--- src/sv/lcdseq_pkg.sv ---
package lcdseq_pkg;

    // request operation codes
    typedef enum logic [1:0] {
        OP_INIT   = 2'd0,
        OP_CMD    = 2'd1,
        OP_DATA   = 2'd2,
        OP_CURSOR = 2'd3
    } t_op;

    // configuration register indexes
    typedef enum logic [1:0] {
        CFG_ENABLE_PULSE   = 2'd0,
        CFG_COMMAND_SETTLE = 2'd1,
        CFG_CHAR_SETTLE    = 2'd2
    } t_cfg_idx;

    localparam int CFG_IDX_W  = 2;
    localparam int CFG_DATA_W = 16;
    localparam int PULSE_W    = 10;
    localparam int HOLD_W     = 16;

    localparam logic [PULSE_W-1:0] RST_ENABLE_PULSE   = 10'd40;
    localparam logic [HOLD_W-1:0]  RST_COMMAND_SETTLE = 16'd2000;
    localparam logic [HOLD_W-1:0]  RST_CHAR_SETTLE    = 16'd40;

    // phase counts and index width
    localparam int PHASE_IDX_W = 5;
    localparam int INIT_PHASES = 26;
    localparam int BYTE_PHASES = 4;

    // fixed wake-up timing in microseconds
    localparam logic [HOLD_W-1:0] INIT_IDLE_US   = 16'd20000;
    localparam logic [HOLD_W-1:0] WAKE_PULSE_US  = 16'd5000;
    localparam logic [HOLD_W-1:0] WAKE_FIRST_US  = 16'd5000;
    localparam logic [HOLD_W-1:0] WAKE_SECOND_US = 16'd150;
    localparam logic [HOLD_W-1:0] FINAL_WAIT_US  = 16'd2000;

    localparam logic [3:0] WAKE_NIBBLE      = 4'h3;
    localparam logic [3:0] FOUR_BIT_NIBBLE  = 4'h2;

    // init set-up commands
    localparam logic [7:0] CMD_FUNCTION_SET = 8'h28;
    localparam logic [7:0] CMD_DISPLAY_ON   = 8'h0C;
    localparam logic [7:0] CMD_ENTRY_MODE   = 8'h06;
    localparam logic [7:0] CMD_CLEAR        = 8'h01;

    // cursor address bases
    localparam logic [7:0] DDRAM_LINE1 = 8'h80;
    localparam logic [7:0] DDRAM_LINE2 = 8'hC0;

    // first and last init phases that belong to the set-up commands
    localparam int INIT_CMD_FIRST = 9;
    localparam int INIT_CMD_LAST  = 24;

    typedef struct packed {
        logic       is_init;
        logic       reg_select;
        logic [7:0] byte_value;
    } t_job;

    typedef struct packed {
        logic [PULSE_W-1:0] enable_pulse_us;
        logic [HOLD_W-1:0]  command_settle_us;
        logic [HOLD_W-1:0]  char_settle_us;
    } t_cfg;

    typedef struct packed {
        logic              reg_select;
        logic [3:0]        data_nibble;
        logic              enable;
        logic [HOLD_W-1:0] hold_us;
        logic              last;
    } t_phase;

    // one of the four phases of a byte, last flag left clear
    function automatic t_phase byte_phase(
        input logic              rs,
        input logic [7:0]        b,
        input logic [1:0]        sub,
        input logic [HOLD_W-1:0] pulse,
        input logic [HOLD_W-1:0] settle
    );
        t_phase p;
        p.reg_select = rs;
        p.last       = 1'b0;
        case (sub)
            2'd0: begin
                p.data_nibble = b[7:4];
                p.enable      = 1'b1;
                p.hold_us     = pulse;
            end
            2'd1: begin
                p.data_nibble = b[7:4];
                p.enable      = 1'b0;
                p.hold_us     = '0;
            end
            2'd2: begin
                p.data_nibble = b[3:0];
                p.enable      = 1'b1;
                p.hold_us     = pulse;
            end
            default: begin
                p.data_nibble = b[3:0];
                p.enable      = 1'b0;
                p.hold_us     = settle;
            end
        endcase
        return p;
    endfunction

    // phase of the init run at a given index, last flag left clear
    function automatic t_phase init_phase(
        input logic [PHASE_IDX_W-1:0] idx,
        input logic [HOLD_W-1:0]      pulse,
        input logic [HOLD_W-1:0]      settle
    );
        t_phase                 p;
        logic [PHASE_IDX_W-1:0] off;
        logic [7:0]             cmd;
        off = idx - PHASE_IDX_W'(INIT_CMD_FIRST);
        case (off[3:2])
            2'd0:    cmd = CMD_FUNCTION_SET;
            2'd1:    cmd = CMD_DISPLAY_ON;
            2'd2:    cmd = CMD_ENTRY_MODE;
            default: cmd = CMD_CLEAR;
        endcase
        p = byte_phase(1'b0, cmd, off[1:0], pulse, settle);
        if (idx == '0) begin
            // power-up idle
            p.data_nibble = 4'h0;
            p.enable      = 1'b0;
            p.hold_us     = INIT_IDLE_US;
        end else if (idx < PHASE_IDX_W'(INIT_CMD_FIRST)) begin
            // wake-up nibbles, odd indexes strobe high
            p.data_nibble = (idx <= 5'd6) ? WAKE_NIBBLE : FOUR_BIT_NIBBLE;
            p.enable      = idx[0];
            if (idx[0]) begin
                p.hold_us = WAKE_PULSE_US;
            end else if (idx == 5'd2) begin
                p.hold_us = WAKE_FIRST_US;
            end else if (idx == 5'd4) begin
                p.hold_us = WAKE_SECOND_US;
            end else begin
                p.hold_us = '0;
            end
        end else if (idx > PHASE_IDX_W'(INIT_CMD_LAST)) begin
            // closing wait with clear-display low nibble still driven
            p.data_nibble = CMD_CLEAR[3:0];
            p.enable      = 1'b0;
            p.hold_us     = FINAL_WAIT_US;
        end
        p.reg_select = 1'b0;
        p.last       = 1'b0;
        return p;
    endfunction

endpackage

--- src/sv/lcdseq_req_if.sv ---
interface lcdseq_req_if;
    logic       valid;
    logic       ready;
    logic [1:0] operation;
    logic [7:0] byte_value;
    logic [1:0] row;
    logic [5:0] col;

    modport source (output valid, operation, byte_value, row, col, input ready);
    modport sink (input valid, operation, byte_value, row, col, output ready);
endinterface

--- src/sv/lcdseq_phase_if.sv ---
interface lcdseq_phase_if;
    logic        valid;
    logic        ready;
    logic        reg_select;
    logic [3:0]  data_nibble;
    logic        enable;
    logic [15:0] hold_us;
    logic        last;

    modport source (output valid, reg_select, data_nibble, enable, hold_us, last,
                    input ready);
    modport sink (input valid, reg_select, data_nibble, enable, hold_us, last,
                  output ready);
endinterface

--- src/sv/lcdseq_front.sv ---
module lcdseq_front (
    lcdseq_req_if.sink       i_req,
    input  logic             i_queue_full,
    output logic             o_push,
    output lcdseq_pkg::t_job o_job
);

    logic [7:0] cursor_addr;

    // cursor address from row and column, wrapping at 8 bits
    always_comb begin
        cursor_addr = ((i_req.row == 2'd1) ? lcdseq_pkg::DDRAM_LINE1
                                           : lcdseq_pkg::DDRAM_LINE2)
                      + {2'b00, i_req.col} - 8'd1;
    end

    // classify the request into a job for the back end
    always_comb begin
        o_job.is_init    = 1'b0;
        o_job.reg_select = 1'b0;
        o_job.byte_value = i_req.byte_value;
        case (lcdseq_pkg::t_op'(i_req.operation))
            lcdseq_pkg::OP_INIT: begin
                o_job.is_init = 1'b1;
            end
            lcdseq_pkg::OP_CMD: begin
                o_job.reg_select = 1'b0;
            end
            lcdseq_pkg::OP_DATA: begin
                o_job.reg_select = 1'b1;
            end
            lcdseq_pkg::OP_CURSOR: begin
                o_job.byte_value = cursor_addr;
            end
            default: begin
                o_job.is_init = 1'b0;
            end
        endcase
    end

    // handshake
    assign i_req.ready = !i_queue_full;
    assign o_push      = i_req.valid && !i_queue_full;

endmodule

--- src/sv/lcdseq_queue.sv ---
module lcdseq_queue #(
    parameter int DEPTH = 2
) (
    input  logic             i_clk,
    input  logic             i_rst_n,
    input  logic             i_push,
    input  lcdseq_pkg::t_job i_job,
    input  logic             i_pop,
    output logic             o_full,
    output logic             o_empty,
    output lcdseq_pkg::t_job o_job
);

    localparam int PTR_W = (DEPTH > 1) ? $clog2(DEPTH) : 1;
    localparam int CNT_W = $clog2(DEPTH + 1);

    lcdseq_pkg::t_job r_mem [DEPTH];
    logic [PTR_W-1:0] r_wr_ptr, r_rd_ptr;
    logic [CNT_W-1:0] r_count;
    logic             do_push, do_pop;

    assign o_full  = (r_count == CNT_W'(DEPTH));
    assign o_empty = (r_count == '0);
    assign do_push = i_push && !o_full;
    assign do_pop  = i_pop && !o_empty;
    assign o_job   = r_mem[r_rd_ptr];

    // storage
    always_ff @(posedge i_clk) begin
        if (do_push) begin
            r_mem[r_wr_ptr] <= i_job;
        end
    end

    // pointers and fill count
    always_ff @(posedge i_clk) begin
        if (!i_rst_n) begin
            r_wr_ptr <= '0;
            r_rd_ptr <= '0;
            r_count  <= '0;
        end else begin
            if (do_push) begin
                r_wr_ptr <= (r_wr_ptr == PTR_W'(DEPTH - 1)) ? '0 : r_wr_ptr + 1'b1;
            end
            if (do_pop) begin
                r_rd_ptr <= (r_rd_ptr == PTR_W'(DEPTH - 1)) ? '0 : r_rd_ptr + 1'b1;
            end
            if (do_push && !do_pop) begin
                r_count <= r_count + 1'b1;
            end else if (do_pop && !do_push) begin
                r_count <= r_count - 1'b1;
            end
        end
    end

endmodule

--- src/sv/lcdseq_back.sv ---
module lcdseq_back (
    input  logic             i_clk,
    input  logic             i_rst_n,
    input  logic             i_job_valid,
    input  lcdseq_pkg::t_job i_job,
    input  lcdseq_pkg::t_cfg i_cfg,
    output logic             o_pop,
    lcdseq_phase_if.source   o_phase
);

    localparam int IW = lcdseq_pkg::PHASE_IDX_W;
    localparam int HW = lcdseq_pkg::HOLD_W;

    logic [IW-1:0]      r_idx, n_idx;
    logic               r_valid, n_valid;
    lcdseq_pkg::t_phase r_out, n_out;
    logic               advance, is_last;
    logic [HW-1:0]      pulse, settle;
    lcdseq_pkg::t_phase cur;

    assign pulse  = {{(HW - lcdseq_pkg::PULSE_W){1'b0}}, i_cfg.enable_pulse_us};
    assign settle = i_job.reg_select ? i_cfg.char_settle_us : i_cfg.command_settle_us;

    // current phase of the head job
    always_comb begin
        if (i_job.is_init) begin
            cur     = lcdseq_pkg::init_phase(r_idx, pulse, i_cfg.command_settle_us);
            is_last = (r_idx == IW'(lcdseq_pkg::INIT_PHASES - 1));
        end else begin
            cur     = lcdseq_pkg::byte_phase(i_job.reg_select, i_job.byte_value,
                                             r_idx[1:0], pulse, settle);
            is_last = (r_idx == IW'(lcdseq_pkg::BYTE_PHASES - 1));
        end
        cur.last = is_last;
    end

    // output register loads whenever a job is waiting and it is free or being drained
    assign advance = i_job_valid && (!r_valid || o_phase.ready);
    assign o_pop   = advance && is_last;

    always_comb begin
        n_idx   = r_idx;
        n_valid = r_valid && !o_phase.ready;
        n_out   = r_out;
        if (advance) begin
            n_valid = 1'b1;
            n_out   = cur;
            n_idx   = is_last ? '0 : r_idx + 1'b1;
        end
    end

    always_ff @(posedge i_clk) begin
        if (!i_rst_n) begin
            r_idx   <= '0;
            r_valid <= 1'b0;
        end else begin
            r_idx   <= n_idx;
            r_valid <= n_valid;
        end
    end

    always_ff @(posedge i_clk) begin
        r_out <= n_out;
    end

    // drive the phase channel
    assign o_phase.valid       = r_valid;
    assign o_phase.reg_select  = r_out.reg_select;
    assign o_phase.data_nibble = r_out.data_nibble;
    assign o_phase.enable      = r_out.enable;
    assign o_phase.hold_us     = r_out.hold_us;
    assign o_phase.last        = r_out.last;

endmodule

--- src/sv/char_lcd_nibble_bus_sequencer.sv ---
// Expands each request into 4-bit character-LCD bus phases (RS, D4..D7, E, hold time),
// one phase per clock on the output channel while the sink is ready. Command,
// character and set-cursor requests produce 4 phases each; init produces 26
// phases. The phase generator in the back end emits one phase per cycle while
// the sink keeps ready high and a job is waiting. A small job queue in front of
// it keeps accepting requests while earlier ones are still being played out,
// so requests are taken back to back as long as the queue has room.
// Configuration: index 0 enable pulse (10 bits, reset 40 us), index 1 command settle
// (reset 2000 us), index 2 character settle (reset 40 us); other indexes are ignored.
module char_lcd_nibble_bus_sequencer #(
    parameter int QUEUE_DEPTH = 2
) (
    input  logic                              i_clk,
    input  logic                              i_rst_n,
    input  logic                              i_cfg_we,
    input  logic [lcdseq_pkg::CFG_IDX_W-1:0]  i_cfg_idx,
    input  logic [lcdseq_pkg::CFG_DATA_W-1:0] i_cfg_data,
    lcdseq_req_if.sink                        i_req,
    lcdseq_phase_if.source                    o_phase
);

    lcdseq_pkg::t_cfg r_cfg;
    lcdseq_pkg::t_job front_job, head_job;
    logic             push, pop, q_full, q_empty;

    // configuration registers
    always_ff @(posedge i_clk) begin
        if (!i_rst_n) begin
            r_cfg.enable_pulse_us   <= lcdseq_pkg::RST_ENABLE_PULSE;
            r_cfg.command_settle_us <= lcdseq_pkg::RST_COMMAND_SETTLE;
            r_cfg.char_settle_us    <= lcdseq_pkg::RST_CHAR_SETTLE;
        end else if (i_cfg_we) begin
            case (lcdseq_pkg::t_cfg_idx'(i_cfg_idx))
                lcdseq_pkg::CFG_ENABLE_PULSE: begin
                    r_cfg.enable_pulse_us <= i_cfg_data[lcdseq_pkg::PULSE_W-1:0];
                end
                lcdseq_pkg::CFG_COMMAND_SETTLE: begin
                    r_cfg.command_settle_us <= i_cfg_data;
                end
                lcdseq_pkg::CFG_CHAR_SETTLE: begin
                    r_cfg.char_settle_us <= i_cfg_data;
                end
                default: begin
                    r_cfg <= r_cfg;
                end
            endcase
        end
    end

    // request classification
    lcdseq_front u_front (
        .i_req        (i_req),
        .i_queue_full (q_full),
        .o_push       (push),
        .o_job        (front_job)
    );

    // job queue between front and back
    lcdseq_queue #(
        .DEPTH (QUEUE_DEPTH)
    ) u_queue (
        .i_clk   (i_clk),
        .i_rst_n (i_rst_n),
        .i_push  (push),
        .i_job   (front_job),
        .i_pop   (pop),
        .o_full  (q_full),
        .o_empty (q_empty),
        .o_job   (head_job)
    );

    // phase generation
    lcdseq_back u_back (
        .i_clk       (i_clk),
        .i_rst_n     (i_rst_n),
        .i_job_valid (!q_empty),
        .i_job       (head_job),
        .i_cfg       (r_cfg),
        .o_pop       (pop),
        .o_phase     (o_phase)
    );

endmodule

--- src/flat_wrapper.sv ---
// flat-port wrapper written by rule: the top's interface ports become plain ports
module char_lcd_nibble_bus_sequencer_flat 
#(
    parameter int QUEUE_DEPTH = 2
)
  (i_clk, i_rst_n, i_cfg_we, i_cfg_idx, i_cfg_data, i_req_valid, i_req_operation, i_req_byte_value, i_req_row, i_req_col, i_req_ready, o_phase_valid, o_phase_reg_select, o_phase_data_nibble, o_phase_enable, o_phase_hold_us, o_phase_last, o_phase_ready);
  lcdseq_req_if i_req_i ();
  lcdseq_phase_if o_phase_i ();
  input  logic i_clk;
  input  logic i_rst_n;
  input  logic i_cfg_we;
  input  logic [lcdseq_pkg::CFG_IDX_W-1:0] i_cfg_idx;
  input  logic [lcdseq_pkg::CFG_DATA_W-1:0] i_cfg_data;
  input wire logic [$bits(i_req_i.valid)-1:0] i_req_valid;
  input wire logic [$bits(i_req_i.operation)-1:0] i_req_operation;
  input wire logic [$bits(i_req_i.byte_value)-1:0] i_req_byte_value;
  input wire logic [$bits(i_req_i.row)-1:0] i_req_row;
  input wire logic [$bits(i_req_i.col)-1:0] i_req_col;
  output wire logic [$bits(i_req_i.ready)-1:0] i_req_ready;
  output wire logic [$bits(o_phase_i.valid)-1:0] o_phase_valid;
  output wire logic [$bits(o_phase_i.reg_select)-1:0] o_phase_reg_select;
  output wire logic [$bits(o_phase_i.data_nibble)-1:0] o_phase_data_nibble;
  output wire logic [$bits(o_phase_i.enable)-1:0] o_phase_enable;
  output wire logic [$bits(o_phase_i.hold_us)-1:0] o_phase_hold_us;
  output wire logic [$bits(o_phase_i.last)-1:0] o_phase_last;
  input wire logic [$bits(o_phase_i.ready)-1:0] o_phase_ready;
  assign i_req_i.valid = i_req_valid;
  assign i_req_i.operation = i_req_operation;
  assign i_req_i.byte_value = i_req_byte_value;
  assign i_req_i.row = i_req_row;
  assign i_req_i.col = i_req_col;
  assign i_req_ready = i_req_i.ready;
  assign o_phase_valid = o_phase_i.valid;
  assign o_phase_reg_select = o_phase_i.reg_select;
  assign o_phase_data_nibble = o_phase_i.data_nibble;
  assign o_phase_enable = o_phase_i.enable;
  assign o_phase_hold_us = o_phase_i.hold_us;
  assign o_phase_last = o_phase_i.last;
  assign o_phase_i.ready = o_phase_ready;
  char_lcd_nibble_bus_sequencer #(.QUEUE_DEPTH(QUEUE_DEPTH)) u_core (.i_clk(i_clk), .i_rst_n(i_rst_n), .i_cfg_we(i_cfg_we), .i_cfg_idx(i_cfg_idx), .i_cfg_data(i_cfg_data), .i_req(i_req_i), .o_phase(o_phase_i));
endmodule
--- config.mk ---
export PLATFORM = sky130hd
export DESIGN_NAME = char_lcd_nibble_bus_sequencer_flat
export DESIGN_NICKNAME = d
export VERILOG_FILES = /design/src/sv/lcdseq_pkg.sv /design/src/sv/lcdseq_req_if.sv /design/src/sv/lcdseq_phase_if.sv /design/src/sv/lcdseq_front.sv /design/src/sv/lcdseq_queue.sv /design/src/sv/lcdseq_back.sv /design/src/sv/char_lcd_nibble_bus_sequencer.sv /design/src/flat_wrapper.sv
export SDC_FILE = /design/constraint.sdc
export NUM_CORES = 1
export LEC_CHECK = 0
export ABC_AREA = 0
export BUFFER_PORTS_ARGS = -buffer_cell sky130_fd_sc_hd__buf_2
export CAP_MARGIN = 5
export CORE_MARGIN = 2
export CORE_UTILIZATION = 60
export CTS_CLUSTER_DIAMETER = 40
export DETAILED_ROUTE_END_ITERATION = 8
export GPL_ROUTABILITY_DRIVEN = 1
export GPL_TIMING_DRIVEN = 0
export HOLD_SLACK_MARGIN = 0.06
export PLACE_DENSITY = 0.8
export SYNTH_ARGS = -nofsm -noshare
export SYNTH_HDL_FRONTEND = slang
export SYNTH_HIERARCHICAL = 1
export SYNTH_SLANG_ARGS = --single-unit
--- constraint.sdc ---
create_clock -name i_clk -period 5.12 [get_ports i_clk]
set_input_delay 0.768 -clock i_clk [delete_from_list [all_inputs] [get_ports i_clk]]
set_output_delay 0.768 -clock i_clk [all_outputs]
set_load 0.02 [all_outputs]
==> results of run 1 <==
-- power by group --
part	switching, uW	internal [uW]	leakage [uW]
Sequential	52.8	1020	0.000842
Combinational	578	316	0.00138
Clock	266	178	0.0000789
Total	897	1510	0.00230
-- path summary, 6_finish.rpt --
kind / cells after the start / from / end
worst max-delay path: 9 / flop / u_core/u_queue/r_count[1]
worst min-delay path: 2 / u_core/r_cfg[9] / u_core/r_cfg[9]
worst max register to register: 9 / flop / u_core/u_queue/r_count[1]
worst min register to register: 2 / u_core/r_cfg[9] / u_core/r_cfg[9]
-- metrics by stage --
| stage | cells | utilization | total power [uW] | hold slack, ns | area (sq um) |
|---|---|---|---|---|---|
| 2_1_floorplan | 473 | - | 1710 | 0.431 | 4940 |
| 6_report | 657 | 0.688 | 2410 | 0.463 | 5560 |
| 4_1_cts | 657 | 0.688 | 2410 | 0.462 | 5560 |
| 5_1_grt | 657 | 0.688 | 2540 | 0.485 | 5560 |
| 3_3_place_gp | 641 | 0.666 | 1940 | 0.445 | 5390 |
| 3_5_place_dp | 641 | 0.666 | 1970 | 0.447 | 5390 |
-- tightest hold or removal path, delay by kind of cell (launching register included) --
| kind | cells | cell delay [ns] |
|---|---|---|
| and+or+nand+nor | 1 | 0.05 |
| muxes | 1 | 0.05 |
| DFF | 1 | 0.32 |
-- sequential cells by signal, indices dropped and copies added (netlist names), named ones only --
| register | count |
|---|---|
| u_core/u_back/o_phase.valid | 1 |
| u_core/u_back/o_phase.last | 1 |
| u_core/u_back/o_phase.reg_select | 1 |
| u_core/u_back/o_phase.data_nibble | 4 |
| u_core/u_back/o_phase.enable | 1 |
| u_core/r_cfg | 42 |
| u_core/u_queue/r_rd_ptr | 1 |
| u_core/u_queue/r_wr_ptr | 1 |
| u_core/u_queue/r_count | 2 |
| u_core/u_back/r_idx | 5 |
| u_core/u_queue/r_mem | 20 |
| u_core/u_back/o_phase.hold_us | 16 |
-- synthesized netlist by cell type (7+ instances only) --
cell                       instances
sky130_fd_sc_hd__mux2i_1          46
sky130_fd_sc_hd__nand2_1          66
sky130_fd_sc_hd__buf_2             7
sky130_fd_sc_hd__nor2b_1          14
sky130_fd_sc_hd__o21ai_0          14
sky130_fd_sc_hd__xor2_1            8
sky130_fd_sc_hd__o22ai_1           7
sky130_fd_sc_hd__inv_1            24
sky130_fd_sc_hd__nand4b_1          8
sky130_fd_sc_hd__buf_6             8
sky130_fd_sc_hd__edfxtp_1         43
sky130_fd_sc_hd__nor2_1           29
sky130_fd_sc_hd__a22oi_1          11
sky130_fd_sc_hd__a21oi_1           8
sky130_fd_sc_hd__ha_1              9
sky130_fd_sc_hd__mux2_2           14
sky130_fd_sc_hd__dfxtp_1          53
sky130_fd_sc_hd__o211ai_1          7
sky130_fd_sc_hd__clkbuf_1         10
-- cell usage in the layout (no fill, tap or decap), types with 11 or more instances in the layout --
| cell type | synthesis | final |
|---|---|---|
| sky130_fd_sc_hd__o21ai_0 | 14 | 14 |
| sky130_fd_sc_hd__nand2_1 | 66 | 66 |
| sky130_fd_sc_hd__nor2_1 | 29 | 29 |
| sky130_fd_sc_hd__mux2i_1 | 46 | 46 |
| sky130_fd_sc_hd__a22oi_1 | 11 | 11 |
| sky130_fd_sc_hd__clkbuf_8 | 4 | 13 |
| sky130_fd_sc_hd__mux2_2 | 14 | 14 |
| sky130_fd_sc_hd__nor2b_1 | 14 | 14 |
| sky130_fd_sc_hd__inv_1 | 24 | 24 |
| sky130_fd_sc_hd__buf_2 | 7 | 70 |
| sky130_fd_sc_hd__clkbuf_1 | 10 | 11 |
| sky130_fd_sc_hd__edfxtp_1 | 43 | 43 |
| sky130_fd_sc_hd__dfxtp_1 | 53 | 53 |
-- routing by layer --
layer | vias to the layer above | share of wire
met3 | 24 | 0.081
li1 | 1843 | -
met5 | - | 0
met2 | 178 | 0.45
met1 | 1831 | 0.45
met4 | 0 | 0.021
-- layout make-up --
type / instances / area [sq um] / area share
clock buffers: 10 / 128 / 0.0229
clock inverters: 6 / 45.0 / 0.00810
repair buffers: 63 / 315 / 0.0567
inverters: 24 / 90.1 / 0.0162
flip-flops and latches: 96 / 2350 / 0.423
multi-input cells: 323 / 2280 / 0.409
well taps: 105 / 131 / 0.0236
plain buffers: 30 / 225 / 0.0405
-- cell families (layout without fill, tap and decap cells) --
group / Yosys count / count (layout)
fa+ha+maj: 9 / 9
buf+inv: 54 / 133
xor+xnor: 14 / 14
compound gates: 85 / 85
simple gates: 155 / 155
mux: 60 / 60
flops: 96 / 96
==> results by group, run 1 <==
GRT
  – Met1 global-route usage: 0.359
  – GR met3 Demand/Resource: 0.0543
  – Global-route wire length before repair: about 18000 um
  – GRT Max-Usage Layer: met2
  – Initial antenna violation count: 0
  – Tot GR Track Use: 0.259
  – Number of global-route vias before repair: 3754
  – GRT Residual Overflow: 0
  – Met2 usage in global routing: 0.399
  – Largest net degree at the start of global routing: 24

Timing
  – Max-slew violations: 0
  – Max Clock Freq: 332 MHz
  – Slew at the pin closest to its max-slew limit: 0.970 ns
  – Final Hold Violating Endpoints: 0
  – Tcrit/Tclk final: 0.587
  – RSZ-0062 raised after global routing: false
  – Final setup viols: 0
  – Post-route setup TNS: 0 ns
  – Time the final worst path needs with I/O delays and setup: 3.01 ns
  – Relative max-transition margin: 0.348
  – Clock skew after layout: approximately 0.013 ns
  – PnR worst setup slack: roughly 2.1 ns

Die
  – Overall die width: roughly 95 um
  – Core Region: 8090 sq um
  – Area enclosed by the die boundary: 8980 sq um
  – Ports placed on the boundary: 66
  – Standard-cell rows: 33
  – Initial cell density of the core: 0.611
  – Vertical die dimension: 94.8 um

CTS
  – Count of instances resized after the clock tree is built: 0
  – Number of buffers inserted by post-CTS setup repair: 0
  – Worst-Skew Late Latency: 0.37 ns
  – H-Tree Depth: 3
  – Number of clock sinks seen by CTS: 96
  – Count of hold-fix buffers inserted at cts: 0
  – TritonCTS clock tree: yes
  – Clock slew at reported path FFs: 0.09 ns
  – Maximum count of clock buffers along a single path: 2
  – Root buffer cell: sky130_fd_sc_hd__clkbuf_8
  – CTS buffer count: 9

Yosys
  – Mean instance size in the synthesized netlist: 10.5 sq um
  – Count of warnings emitted by yosys: 6
  – Fraction of post-synthesis cell area in the top cell type by area: 0.261
  – Syn nets: between 500 and 600
  – Share of the synthesized area in compound gates (AO/OA/AOI/OAI): 0.129
  – Flip-flop and latch count after synthesis: 96
  – Post-synthesis simple-gate area fraction: 0.159
  – Post-synthesis share of cell area spent on full adders, half adders and majority gates: 0.0228
  – Gate count of the mapped netlist: 473
  – Post-synthesis cell type with the largest combined area: sky130_fd_sc_hd__edfxtp_1
  – Unique masters post-synth: between 60 and 70
  – Part of the Yosys area used for sequential elements: 0.476
  – Netlist area before placement: 4940 sq um
  – Largest family of logic cells by synthesized area: simple AND/OR/NAND/NOR gates
  – Number of enable flip-flop cells after synthesis: 43
  – Multiplexer fraction of the synthesized cell area: 0.125
  – XOR/XNOR Fraction of Synth Area: 0.0248
  – Proportion of synthesized flip-flops having asynchronous set or reset: 0
  – Leading post-synthesis cells by cell area: sky130_fd_sc_hd__edfxtp_1 (26%), sky130_fd_sc_hd__dfxtp_1 (21%), sky130_fd_sc_hd__mux2i_1 (9.3%)
  – Predominant post-synthesis flop cell: sky130_fd_sc_hd__dfxtp_1

Power and ir drop
  – Areal power density over the cells: 433 nW/um^2
  – Peak supply drop: about 0.00029 V
  – LEAKAGE: about 0.0023 uW

Hold path
  – Class of the tightest hold or removal check: flop to flop

Drt
  – Count of unresolved DRC violations after routing: 0
  – WL per Instance: ~17 um
  – Via count normalized by instance count: 5.90
  – Total via count after detailed routing: 3876
  – Post-detailed-route count of antenna-violating nets: 0
  – Detailed Routing Iterations Pass 1: 5
  – Wirelength, routed: 11200 um
  – Number of violations reported at the end of detailed-routing iteration 0: 300

Cells and area
  – Fin nets: 597
  – Share of cells above drive strength 1: 0.232
  – Count of filler cells inserted in the layout: 686
  – Number of antenna repair diodes: 0
  – P&R area growth vs syn: 12.5%

Critical path
  – Capturing element type of the critical path: flop
  – Max stage delay on crit path: between 0.4 and 0.5 ns
  – Top fanout value on the critical path: 10
  – Kind of cell adding the most delay to the critical path: simple AND/OR/NAND/NOR gates
  – Arrival time of data at the critical path endpoint: 3.31 ns
  – Required time reported for the critical path endpoint: 5.42 ns
  – Cell-by-cell trace of the critical path: buf_2, mux2_2, or4b_1, a211o_1, nor2_1, o21ai_0, ha_1, or3_1, a21oi_1
  – Sort of element at the start of the critical path: flop
  – Crit path max-delay cell type: sky130_fd_sc_hd__or4b_1
  – WP buf/inv: 1
  – Worst setup slack for register-to-register paths: 2.11 ns
  – Critical path class: flop to flop

Placement
  – Input/output buffers: between 60 and 70
  – Pre-CTS worst setup slack: 2.15 ns
  – Dpl hpwl: roughly 8100 um
  – Last weighted congestion value of the routability-driven placer: 0.859

Run
  – Number of max-cap violations: 0

Run status
  – Run status: finished clean
Power figures use the tool's default switching activity.
==> inputs of run 2 (changes only) <==
--- a/config.mk
+++ b/config.mk
@@ -9,13 +9,13 @@
 export BUFFER_PORTS_ARGS = -buffer_cell sky130_fd_sc_hd__buf_2
 export CAP_MARGIN = 5
 export CORE_MARGIN = 2
-export CORE_UTILIZATION = 60
+export CORE_UTILIZATION = 58
 export CTS_CLUSTER_DIAMETER = 40
 export DETAILED_ROUTE_END_ITERATION = 8
 export GPL_ROUTABILITY_DRIVEN = 1
 export GPL_TIMING_DRIVEN = 0
 export HOLD_SLACK_MARGIN = 0.06
-export PLACE_DENSITY = 0.8
+export PLACE_DENSITY = 0.77
 export SYNTH_ARGS = -nofsm -noshare
 export SYNTH_HDL_FRONTEND = slang
 export SYNTH_HIERARCHICAL = 1
==> constraint.sdc (replaced) <==
create_clock -name i_clk -period 2.86 [get_ports i_clk]
set_input_delay 0.429 -clock i_clk [delete_from_list [all_inputs] [get_ports i_clk]]
set_output_delay 0.429 -clock i_clk [all_outputs]
set_load 0.02 [all_outputs]
==> run 2 against run 1 <==
Highest routed layer unchanged. Sequential share of layout area decreased by 0.30 points. Utilization decreased by 0.89 points. Worst setup slack got worse by 2.0 ns. Flip-flop and latch count unchanged. Critical path depth unchanged. Count of clock-buffer cells in the layout unchanged. Register-to-register slack got worse by 2.0 ns. Maximum frequency increased by 11%. Non-clock buffer count unchanged.
==> results by group, run 2 (synthesis gave the netlist of run 1 again) <==
Run status
  – Run status: finished clean

Timing
  – Max Clock Freq: 368 MHz (+11%)
  – PnR worst setup slack: 0.140 ns (-1.97 ns)
  – Relative max-transition margin: 0.269 (-0.0792)
  – Time the final worst path needs with I/O delays and setup: 2.72 ns (-0.288 ns)
  – Max-slew violations: 0 (unchanged)
  – Slew at the pin closest to its max-slew limit: 1.09 ns (+0.118 ns)
  – Post-route setup TNS: 0 ns (unchanged)
  – Final setup viols: 0 (unchanged)
  – Final Hold Violating Endpoints: 0 (unchanged)
  – Clock skew after layout: 0.0107 ns (-0.00226 ns)
  – Tcrit/Tclk final: 0.951 (+0.363)

Run
  – Number of max-cap violations: 0 (unchanged)

Cells and area
  – Fin nets: 597 (unchanged)
  – Multi-input combinational cell area: 2280 sq um (+0.33%)
  – Share of cells above drive strength 1: 0.236 (+0.00362)
  – Register cell area after layout: 2350 sq um (unchanged)
  – Most frequent cells in the layout: sky130_fd_sc_hd__buf_2 (69), sky130_fd_sc_hd__nand2_1 (66), sky130_fd_sc_hd__dfxtp_1 (53)
  – Max FFs per register: 42 (unchanged)
  – Largest register by flop count: u_core/r_cfg
  – Number of antenna repair diodes: 0 (unchanged)
  – P&R area growth vs syn: 13.3%
  – Most common cell after layout, fill and taps aside: sky130_fd_sc_hd__buf_2
  – Post-Layout Cell Count: 657 (unchanged)
  – Final Core Density: 0.679 (-0.00890)
  – Count of filler cells inserted in the layout: 681 (-0.73%)

Placement
  – Input/output buffers: 63 (unchanged)
  – Placed cell count: 641 (unchanged)
  – Dpl hpwl: 8230 um (+2.1%)
  – Pre-CTS worst setup slack: -0.0713 ns (-2.22 ns)
  – Last weighted congestion value of the routability-driven placer: 0.820 (-4.6%)

Power and ir drop
  – Final total power: 4400 uW (+83%)
  – Part of the power in the clock network: 0.198 (+0.013)
  – Share of total power in combinational logic: 0.367 (-0.004)
  – Net Sw Frac: 0.365 (-0.00766)
  – Areal power density over the cells: 786 nW/um^2 (+82%)
  – Register share of total power: 0.435 (-0.009)
  – Peak supply drop: 0.000569 V (+94%)
  – LEAKAGE: 0.00232 uW (+0.92%)
  – Net switching power: 1610 uW (+79%)
  – Cell-internal power: 2800 uW (+85%)

CTS
  – Maximum count of clock buffers along a single path: 2 (unchanged)
  – Count of hold-fix buffers inserted at cts: 0 (unchanged)
  – CTS buffer count: 9 (unchanged)
  – Clock slew at reported path FFs: 0.09 ns (about the same)
  – H-Tree Depth: 3 (unchanged)
  – TritonCTS clock tree: yes
  – Number of clock sinks seen by CTS: 96 (unchanged)
  – Worst-Skew Late Latency: 0.36 ns (about the same)
  – Root buffer cell: sky130_fd_sc_hd__clkbuf_8

Hold path
  – Class of the tightest hold or removal check: primary input to flop
  – Number of cells on the worst hold path: 3 (+1)

Critical path
  – Capturing element type of the critical path: flop
  – Top fanout value on the critical path: 10 (unchanged)
  – Critical path class: flop to flop
  – Arrival time of data at the critical path endpoint: 3.01 ns (-0.30 ns)
  – Count of cells along the worst register-to-register path: 9 (unchanged)
  – Sort of element at the start of the critical path: flop
  – Required time reported for the critical path endpoint: 3.15 ns (-2.27 ns)

Die
  – Ports placed on the boundary: 66 (unchanged)
  – Overall die width: 96.3 um (+1.6%)
  – Initial cell density of the core: 0.599 (-0.0122)
  – Standard-cell rows: 33 (unchanged)
  – Core Region: 8260 sq um (+2.0%)
  – Vertical die dimension: 96.3 um (+1.6%)
  – Area enclosed by the die boundary: 9280 sq um (+3.3%)

GRT
  – Tot GR Track Use: 0.252 (-0.00722)
  – Global-route wire length before repair: 17700 um (-0.96%)
  – Initial antenna violation count: 0 (unchanged)
  – GRT Residual Overflow: 0 (unchanged)
  – Largest net degree at the start of global routing: 24 (unchanged)
  – Number of global-route vias before repair: 3575 (-4.8%)

Drt
  – Number of violations reported at the end of detailed-routing iteration 0: 266 (-11%)
  – Via count normalized by instance count: 5.87 (-0.57%)
  – WL per Instance: 17.0 um (-0.68%)
  – Count of unresolved DRC violations after routing: 0 (unchanged)
  – Detailed Routing Iterations Pass 1: 5 (unchanged)
  – Post-detailed-route count of antenna-violating nets: 0 (unchanged)
  – Total via count after detailed routing: 3854 (-0.57%)
  – Wirelength, routed: 11200 um (-0.68%)
run 2: final cells by class:
class,instances,share of cell area
multi-input combinational,323,0.408
timing repair buffer,64,0.0576
inverter,24,0.0161
sequential,96,0.420
buffer,29,0.0406
clock buffer,10,0.0228
clock inverter,6,0.0121
tap,105,0.0234
run 2: power groups by stage:
stage	registers, uW	clock network, uW	logic [uW]
2_1_floorplan	2160	0	899
5_1_grt	1950	943	1760
4_1_cts	1920	891	1600
3_5_place_dp	1950	0	1580
3_3_place_gp	1940	0	1550
6_report	1920	873	1620
run 2: repair_timing:
| action | in CTS | in global routing |
|---|---|---|
| pin swaps | 1 | 1 |
| endpoints found under the setup margin | 1 | 4 |
| resized for setup | 2 | 3 |
| buffers inserted | 1 | 0 |
| endpoints found under the hold margin | 0 | 0 |
run 2: per-layer routing:
layer | vias to the layer above | global-route usage | part of all wire
li1 | 1854 | - | -
met1 | 1831 | 0.362 | 0.45
met3 | 16 | 0.0509 | 0.075
met5 | - | 0 | 0
met2 | 153 | 0.387 | 0.46
met4 | 0 | 0.0716 | 0.014
run 2: final timing paths:
path	start	end	slack (ns)
setup / recovery	flop	u_core/u_queue/r_count[1]	0.14
hold / removal	i_cfg_data[14]	u_core/r_cfg[14]	0.33
setup reg to reg	flop	u_core/u_queue/r_count[1]	0.14
hold reg to reg	u_core/r_cfg[8]	u_core/r_cfg[8]	0.47
run 2: stage by stage:
stage	hold slack, ns	area [sq um]
global placement	0.444	5390
floorplan	0.431	4940
detailed placement	0.456	5390
finish	0.329	5600
CTS	0.315	5600
global route	0.318	5600
run 2: worst max-delay path, stage by stage, from the launching register on:
cell and delay, ns:
sky130_fd_sc_hd__dfxtp_1 0.33, sky130_fd_sc_hd__buf_6 0.15, sky130_fd_sc_hd__mux2_4 0.34, sky130_fd_sc_hd__or4b_1 0.47, sky130_fd_sc_hd__a211o_1 0.32, sky130_fd_sc_hd__nor2_1 0.13, sky130_fd_sc_hd__o21ai_2 0.09, sky130_fd_sc_hd__ha_1 0.31
sky130_fd_sc_hd__or3_1 0.37, sky130_fd_sc_hd__a21oi_1 0.14
